--- src/sv/b2b_pkg.sv ---
// package for the blake2b hash engine: types, constants, helper functions
`default_nettype none
package b2b_pkg;

   localparam int WordW = 64;
   localparam int BlockWords = 16;
   localparam int ChainWords = 8;
   localparam int Rounds = 12;
   localparam int QueueDepth = 4;

   // configuration register indexes
   localparam logic [1:0] CSR_DIGEST_LENGTH = 2'd0;
   localparam logic [1:0] CSR_KEY_LENGTH = 2'd1;
   localparam logic [1:0] CSR_LAST_NODE = 2'd2;

   // item kinds
   localparam logic KIND_DATA = 1'b0;
   localparam logic KIND_FINISH = 1'b1;

   typedef logic [WordW-1:0] word_type;

   typedef struct packed {
      logic       kind;
      word_type   data_word;
      logic [3:0] byte_count;
   } req_type;

   typedef struct packed {
      word_type   digest_word;
      logic [2:0] word_index;
      logic       last_word;
   } rsp_type;

   typedef struct packed {
      logic [6:0] digest_length;
      logic [6:0] key_length;
      logic       last_node;
   } csr_type;

   // work unit handed from front to back
   typedef struct packed {
      logic       finish;
      word_type   data_word;
      logic [3:0] byte_count;
   } cmd_type;

   function automatic word_type iv_word(input logic [2:0] i);
      word_type r;
      case (i)
         3'd0: r = 64'h6A09E667F3BCC908;
         3'd1: r = 64'hBB67AE8584CAA73B;
         3'd2: r = 64'h3C6EF372FE94F82B;
         3'd3: r = 64'hA54FF53A5F1D36F1;
         3'd4: r = 64'h510E527FADE682D1;
         3'd5: r = 64'h9B05688C2B3E6C1F;
         3'd6: r = 64'h1F83D9ABFB41BD6B;
         default: r = 64'h5BE0CD19137E2179;
      endcase
      return r;
   endfunction

   // message schedule: index of word j in round r
   function automatic logic [3:0] sigma(input logic [3:0] r, input logic [3:0] j);
      logic [63:0] row;
      case (r)
         4'd0, 4'd10: row = 64'hFEDCBA9876543210;
         4'd1, 4'd11: row = 64'h357B20C16DF984AE;
         4'd2: row = 64'h491763EADF250C8B;
         4'd3: row = 64'h8F04A562EBCD1397;
         4'd4: row = 64'hD386CB1EFA427509;
         4'd5: row = 64'h91EF57D438B0A6C2;
         4'd6: row = 64'hB8293670A4DEF15C;
         4'd7: row = 64'hA2684F05931CE7BD;
         4'd8: row = 64'h5A417D2C803B9EF6;
         default: row = 64'h0DC3E9BF5167482A;
      endcase
      return row[j*4 +: 4];
   endfunction

   function automatic logic [6:0] eff_dl(input logic [6:0] dl);
      logic [6:0] r;
      if (dl == 7'd0) r = 7'd1;
      else if (dl > 7'd64) r = 7'd64;
      else r = dl;
      return r;
   endfunction

   function automatic word_type param_word(input csr_type c);
      logic [6:0] kl;
      kl = (c.key_length > 7'd64) ? 7'd64 : c.key_length;
      return {32'd0, 8'd1, 8'd1, 1'b0, kl, 1'b0, eff_dl(c.digest_length)};
   endfunction

endpackage
`default_nettype wire

--- src/sv/b2b_if.sv ---
// valid/ready channel interfaces for the hash engine
`default_nettype none
interface b2b_req_if;
   logic              valid;
   logic              ready;
   b2b_pkg::req_type  payload;
   modport source (output valid, output payload, input ready);
   modport sink (input valid, input payload, output ready);
endinterface


`default_nettype wire

--- src/sv/b2b_front.sv ---
// front part: accepts items, drops empty data items, queues work for the back
`default_nettype none
module b2b_front (
   input  wire logic            clock,
   input  wire logic            reset,
   input  wire logic            flush,
   b2b_req_if.sink              req,
   output b2b_pkg::cmd_type     cmd,
   output logic                 cmd_valid,
   input  wire logic            cmd_take
);
   import b2b_pkg::*;

   localparam int PtrW = $clog2(QueueDepth);

   cmd_type          q_mem [QueueDepth];
   logic [PtrW-1:0]  wr_ptr_ff, rd_ptr_ff;
   logic [PtrW:0]    cnt_ff;
   logic             push;
   cmd_type          cls;

   // classify: clamp byte count, mark finish
   always_comb begin
      cls.finish = (req.payload.kind == KIND_FINISH);
      cls.data_word = req.payload.data_word;
      cls.byte_count = (req.payload.byte_count > 4'd8) ? 4'd8 : req.payload.byte_count;
   end

   assign req.ready = (cnt_ff != QueueDepth[PtrW:0]) && !flush;
   assign push = req.valid && req.ready && (cls.finish || cls.byte_count != 4'd0);
   assign cmd_valid = (cnt_ff != '0);
   assign cmd = q_mem[rd_ptr_ff];

   // queue storage
   always_ff @(posedge clock) begin
      if (push) q_mem[wr_ptr_ff] <= cls;
   end

   // queue pointers
   always_ff @(posedge clock) begin
      if (reset || flush) begin
         wr_ptr_ff <= '0;
         rd_ptr_ff <= '0;
         cnt_ff <= '0;
      end else begin
         if (push) wr_ptr_ff <= wr_ptr_ff + 1'b1;
         if (cmd_take) rd_ptr_ff <= rd_ptr_ff + 1'b1;
         cnt_ff <= cnt_ff + {{PtrW{1'b0}}, push} - {{PtrW{1'b0}}, cmd_take};
      end
   end
endmodule
`default_nettype wire

--- src/flat_wrapper.sv ---
// flat-port wrapper written by rule: the top's interface ports become plain ports
module b2b_front_flat import b2b_pkg::*;
  (clock, reset, flush, cmd, cmd_valid, cmd_take, req_valid, req_payload, req_ready);
  b2b_req_if req_i ();
  input  wire logic clock;
  input  wire logic reset;
  input  wire logic flush;
  output b2b_pkg::cmd_type cmd;
  output logic cmd_valid;
  input  wire logic cmd_take;
  input wire logic [$bits(req_i.valid)-1:0] req_valid;
  input wire logic [$bits(req_i.payload)-1:0] req_payload;
  output wire logic [$bits(req_i.ready)-1:0] req_ready;
  assign req_i.valid = req_valid;
  assign req_i.payload = req_payload;
  assign req_ready = req_i.ready;
  b2b_front u_core (.clock(clock), .reset(reset), .flush(flush), .req(req_i), .cmd(cmd), .cmd_valid(cmd_valid), .cmd_take(cmd_take));
endmodule
--- config.mk ---
export PLATFORM = sky130hd
export DESIGN_NAME = b2b_front_flat
export DESIGN_NICKNAME = d
export VERILOG_FILES = /design/src/sv/b2b_pkg.sv /design/src/sv/b2b_if.sv /design/src/sv/b2b_front.sv /design/src/flat_wrapper.sv
export SDC_FILE = /design/constraint.sdc
export NUM_CORES = 1
export LEC_CHECK = 0
export ABC_AREA = 1
export BUFFER_PORTS_ARGS = -buffer_cell sky130_fd_sc_hd__buf_4
export CAP_MARGIN = 0
export CORE_UTILIZATION = 57
export CTS_CLUSTER_SIZE = 25
export DETAILED_ROUTE_END_ITERATION = 7
export PLACE_DENSITY = 0.86
export SYNTH_ARGS = -nofsm -noshare
export SYNTH_HDL_FRONTEND = slang
export SYNTH_SLANG_ARGS = --single-unit
--- constraint.sdc ---
create_clock -name clock -period 9.6 [get_ports clock]
set_input_delay 2.4 -clock clock [delete_from_list [all_inputs] [get_ports clock]]
set_output_delay 2.4 -clock clock [all_outputs]
set_load 0.01 [all_outputs]
==> flow_summary.html <==
<table>
<tr><th>Metric</th><th>Value</th></tr>
<tr><th colspan="2">Placement</th></tr>
<tr><td># port buffers</td><td>144</td></tr>
<tr><td>Final GP Congestion</td><td>0.725</td></tr>
<tr><td>Placed cell count</td><td>1074</td></tr>
<tr><td>Worst Setup Slack post-DPL</td><td>4.33 ns</td></tr>
<tr><td>Post-place instance area</td><td>11900 µm²</td></tr>
<tr><td>Hpwl dp</td><td>10800 µm</td></tr>
<tr><th colspan="2">Drt</th></tr>
<tr><td>Final routed wirelength across all metal layers</td><td>20900 µm</td></tr>
<tr><td>Post-detailed-route via-to-cell ratio</td><td>5.76</td></tr>
<tr><td>Initial DRT Pass Iterations</td><td>4</td></tr>
<tr><td>Number of vias in the routed layout</td><td>6489</td></tr>
<tr><td>DRC violation count after routing</td><td>0</td></tr>
<tr><td>Count of nets left with antenna violations after detail routing</td><td>0</td></tr>
<tr><td>First DRT Iteration DRCs</td><td>472</td></tr>
<tr><td>Wirelength per Cell</td><td>18.6 µm</td></tr>
<tr><th colspan="2">Critical path</th></tr>
<tr><td>Crit path buffers/inverters</td><td>4</td></tr>
<tr><td>Critical Path Slowest Stage Cell</td><td>sky130_fd_sc_hd__inv_2</td></tr>
<tr><td>Required time at the endpoint of the critical path</td><td>7.20 ns</td></tr>
<tr><td>Critical-path maximum fanout</td><td>70</td></tr>
<tr><td>CP delay by family, top</td><td>buffers and inverters</td></tr>
<tr><td>Biggest cell delay along the critical path</td><td>0.61 ns</td></tr>
<tr><td>Startpoint Class</td><td>flip-flop</td></tr>
<tr><td>Signal arrival time at the worst endpoint</td><td>2.97 ns</td></tr>
<tr><td>CP cell instances</td><td>buf_4, inv_2, buf_4, o21ai_0, o22ai_1, buf_4</td></tr>
<tr><td>Most frequent cell on the critical path</td><td>sky130_fd_sc_hd__buf_4</td></tr>
<tr><td>Category of the most critical setup path</td><td>flip-flop to primary output</td></tr>
<tr><td>Endpoint type of the worst setup path</td><td>primary output</td></tr>
<tr><th colspan="2">Layout</th></tr>
<tr><td>Share of cells above drive strength 1</td><td>0.231</td></tr>
<tr><td>Area growth from synthesis to layout</td><td>20.1%</td></tr>
<tr><td>Layout Cells excl Fill</td><td>1126</td></tr>
<tr><td>Top library cells by usage in the layout, fill and taps aside</td><td>sky130_fd_sc_hd__edfxtp_1 (276), sky130_fd_sc_hd__buf_4 (154), sky130_fd_sc_hd__nor2_1 (153)</td></tr>
<tr><td>Cell area after layout</td><td>12900 µm²</td></tr>
<tr><td>Final cell utilization of the core</td><td>0.709</td></tr>
<tr><td>Most frequent standard cell in the layout excluding fill and tap cells</td><td>sky130_fd_sc_hd__edfxtp_1</td></tr>
<tr><td>Antenna Diode Count</td><td>0</td></tr>
<tr><td>Total number of nets in the final design</td><td>956</td></tr>
<tr><th colspan="2">Floorplan</th></tr>
<tr><td>Die area</td><td>19400 µm²</td></tr>
<tr><td>Number of placed I/O pins</td><td>145</td></tr>
<tr><td>Floorplan row count</td><td>49</td></tr>
<tr><td>Die H</td><td>139 µm</td></tr>
<tr><td>Horiz. Die Dim</td><td>139 µm</td></tr>
<tr><td>Area inside the core boundary</td><td>18200 µm²</td></tr>
<tr><td>Starting utilization of the core area</td><td>0.591</td></tr>
<tr><th colspan="2">STA</th></tr>
<tr><td>Hold violation count in the final report</td><td>0</td></tr>
<tr><td>Slew margin rel.</td><td>0.298</td></tr>
<tr><td>Max-slew violation total from the final report</td><td>0</td></tr>
<tr><td>Final total negative setup slack</td><td>0 ns</td></tr>
<tr><td>Time the final worst path needs with I/O delays and setup</td><td>5.37 ns</td></tr>
<tr><td>Crit share post-route</td><td>0.559</td></tr>
<tr><td>Setup skew after layout</td><td>0.00983 ns</td></tr>
<tr><td>Transition time at the pin with the least slew margin</td><td>1.05 ns</td></tr>
<tr><td>Final critical-path setup slack</td><td>4.23 ns</td></tr>
<tr><td>Achievable clock frequency</td><td>186 MHz</td></tr>
<tr><td>RSZ-0062 raised after global routing</td><td>false</td></tr>
<tr><td>Setup violators final</td><td>0</td></tr>
<tr><th colspan="2">Global routing</th></tr>
<tr><td>Pin count of the biggest net entering global routing</td><td>97</td></tr>
<tr><td>Overflow left after global routing</td><td>0</td></tr>
<tr><td>Number of antenna violations at the first check in global routing</td><td>0</td></tr>
<tr><td>Total routing usage reported by global routing</td><td>0.216</td></tr>
<tr><td>Via count of the first global-routing pass</td><td>6478</td></tr>
<tr><td>Wire length of the first global-routing pass</td><td>32400 µm</td></tr>
<tr><th colspan="2">Power</th></tr>
<tr><td>Lkg Pwr</td><td>4.57 nW</td></tr>
<tr><td>Logic pwr share</td><td>0.062</td></tr>
<tr><td>Maximum resistive drop on vdd</td><td>0.156 mV</td></tr>
<tr><td>Switching power summed over all nets</td><td>0.539 mW</td></tr>
<tr><td>Power density over the cells</td><td>210 nW/µm²</td></tr>
<tr><td>Internal portion of total power</td><td>2.18 mW</td></tr>
<tr><td>Clk pwr share</td><td>0.422</td></tr>
<tr><td>Part of the power in registers</td><td>0.516</td></tr>
<tr><td>Switch share</td><td>0.199</td></tr>
<tr><th colspan="2">Min path</th></tr>
<tr><td>Type of the worst min-delay path</td><td>flip-flop to flip-flop</td></tr>
<tr><th colspan="2">Synth</th></tr>
<tr><td>Syn avg cell area</td><td>14.6 µm²</td></tr>
<tr><td>Count of distinct cell types in the synthesized netlist</td><td>25</td></tr>
<tr><td>Total of flip-flops plus latches after synthesis</td><td>285</td></tr>
<tr><td>Sequential-to-total area share from yosys stat</td><td>0.787</td></tr>
<tr><td>Yosys synthesis warning count</td><td>0</td></tr>
<tr><td>Post-synthesis net count</td><td>817</td></tr>
<tr><td>Combined area of all synthesized cells</td><td>10800 µm²</td></tr>
<tr><td>Count of mapped cells out of synthesis</td><td>736</td></tr>
<tr><th colspan="2">Clock network</th></tr>
<tr><td>CTS Hold Buffers Added</td><td>0</td></tr>
<tr><td>Count of buffers added by post-CTS timing repair for setup</td><td>0</td></tr>
<tr><td>Number of buffers added by the clock tree synthesis step</td><td>28</td></tr>
<tr><td>Clock sinks</td><td>285</td></tr>
<tr><td>Cts repair resizes</td><td>0</td></tr>
<tr><td>Clock transition at path regs</td><td>0.06 ns</td></tr>
<tr><td>CTS HTree Levels</td><td>1</td></tr>
<tr><td>Clock root buffer master</td><td>sky130_fd_sc_hd__clkbuf_16</td></tr>
<tr><td>Clock latency on the worst-skew pair</td><td>0.52 ns</td></tr>
<tr><td>TritonCTS clock tree</td><td>done</td></tr>
<tr><td>Buffer depth of the longest clock path</td><td>3</td></tr>
<tr><th colspan="2">Run</th></tr>
<tr><td>Maximum Capacitance Violations</td><td>0</td></tr>
<tr><th colspan="2">Run status</th></tr>
<tr><td>Outcome</td><td>finished, final reports clean</td></tr>
</table>
-- layer usage --
layer | vias to the layer above | part of all wire | GRT usage | wire length, µm
li1 | 3042 | - | - | -
met1 | 3133 | 0.39 | 0.251 | 8170
met2 | 254 | 0.50 | 0.382 | 10500
met3 | 60 | 0.071 | 0.0485 | 1500
met4 | 0 | 0.035 | 0.0988 | 722
met5 | - | 0 | 0 | 0
-- metrics by stage --
stage,hold slack (ns),power [mW]
detailed placement,0.423,1.59
global placement,0.413,1.59
global route,0.503,2.79
CTS,0.473,2.73
floorplan,0.412,1.51
finish,0.482,2.72
-- synth_stat cells --
| cell | n | area, µm² |
|---|---|---|
| sky130_fd_sc_hd__buf_4 | 7 | 52.6 |
| sky130_fd_sc_hd__inv_1 | 14 | 52.6 |
| sky130_fd_sc_hd__fa_1 | 1 | 20.0 |
| sky130_fd_sc_hd__buf_8 | 1 | 15.0 |
| sky130_fd_sc_hd__o21ai_1 | 52 | 260 |
| sky130_fd_sc_hd__inv_2 | 1 | 3.75 |
| sky130_fd_sc_hd__xor2_1 | 1 | 8.76 |
| sky130_fd_sc_hd__a21oi_1 | 3 | 15.0 |
| sky130_fd_sc_hd__clkbuf_2 | 3 | 15.0 |
| sky130_fd_sc_hd__clkbuf_1 | 15 | 56.3 |
| sky130_fd_sc_hd__dfxtp_1 | 9 | 180 |
| sky130_fd_sc_hd__buf_2 | 8 | 40.0 |
| sky130_fd_sc_hd__edfxtp_1 | 276 | 8290 |
| sky130_fd_sc_hd__nand4_1 | 2 | 12.5 |
| sky130_fd_sc_hd__nor3b_1 | 4 | 30.0 |
| sky130_fd_sc_hd__a21boi_0 | 2 | 15.0 |
| sky130_fd_sc_hd__nand3_1 | 1 | 5.00 |
| sky130_fd_sc_hd__nor2_1 | 153 | 574 |
| sky130_fd_sc_hd__nand2_1 | 6 | 22.5 |
| sky130_fd_sc_hd__ha_1 | 6 | 75.1 |
| sky130_fd_sc_hd__o22ai_1 | 69 | 432 |
| sky130_fd_sc_hd__buf_6 | 11 | 124 |
| sky130_fd_sc_hd__o21ai_0 | 89 | 445 |
| sky130_fd_sc_hd__inv_4 | 1 | 6.26 |
| sky130_fd_sc_hd__nand3b_1 | 1 | 7.51 |
-- logic make-up after synthesis --
group                    Yosys count  synth area share
flip-flops                       285             0.787
AO/OA/AOI/OAI                    215             0.109
AND/OR/NAND/NOR                  167            0.0606
buffers and inverters             61            0.0340
adder cells (fa/ha/maj)            7           0.00884
XOR/XNOR                           1          0.000814
-- final cells by class --
class	count	area, µm²
clock buffer	32	737
clock inverter	20	260
fill	1132	5290
inverter	16	62.6
multi-input combinational	390	1940
sequential	285	8470
tap	229	287
timing repair buffer	154	1160
-- power by group through the flow --
stage / registers, mW / logic, mW / clock network (mW)
5_1_grt: 1.40 / 0.185 / 1.20
6_report: 1.40 / 0.169 / 1.15
2_1_floorplan: 1.43 / 0.0834 / 0
3_3_place_gp: 1.43 / 0.163 / 0
4_1_cts: 1.40 / 0.170 / 1.16
3_5_place_dp: 1.43 / 0.168 / 0
-- final timing paths --
check,slack (ns),to,start,depth (start not counted)
max,4.23,cmd[15],flip-flop,6
max reg2reg,7.42,u_core.q_mem[1][44],u_core.cnt_ff[1],5
min reg2reg,0.48,flip-flop,u_core.rd_ptr_ff[1],1
min,0.48,flip-flop,u_core.rd_ptr_ff[1],1
-- sequential cells by signal (all words and copies together) (netlist names), named ones only --
name / count
u_core.cnt_ff: 3
u_core.rd_ptr_ff: 2
u_core.q_mem: 276
u_core.wr_ptr_ff: 2
Power figures use the tool's default switching activity.
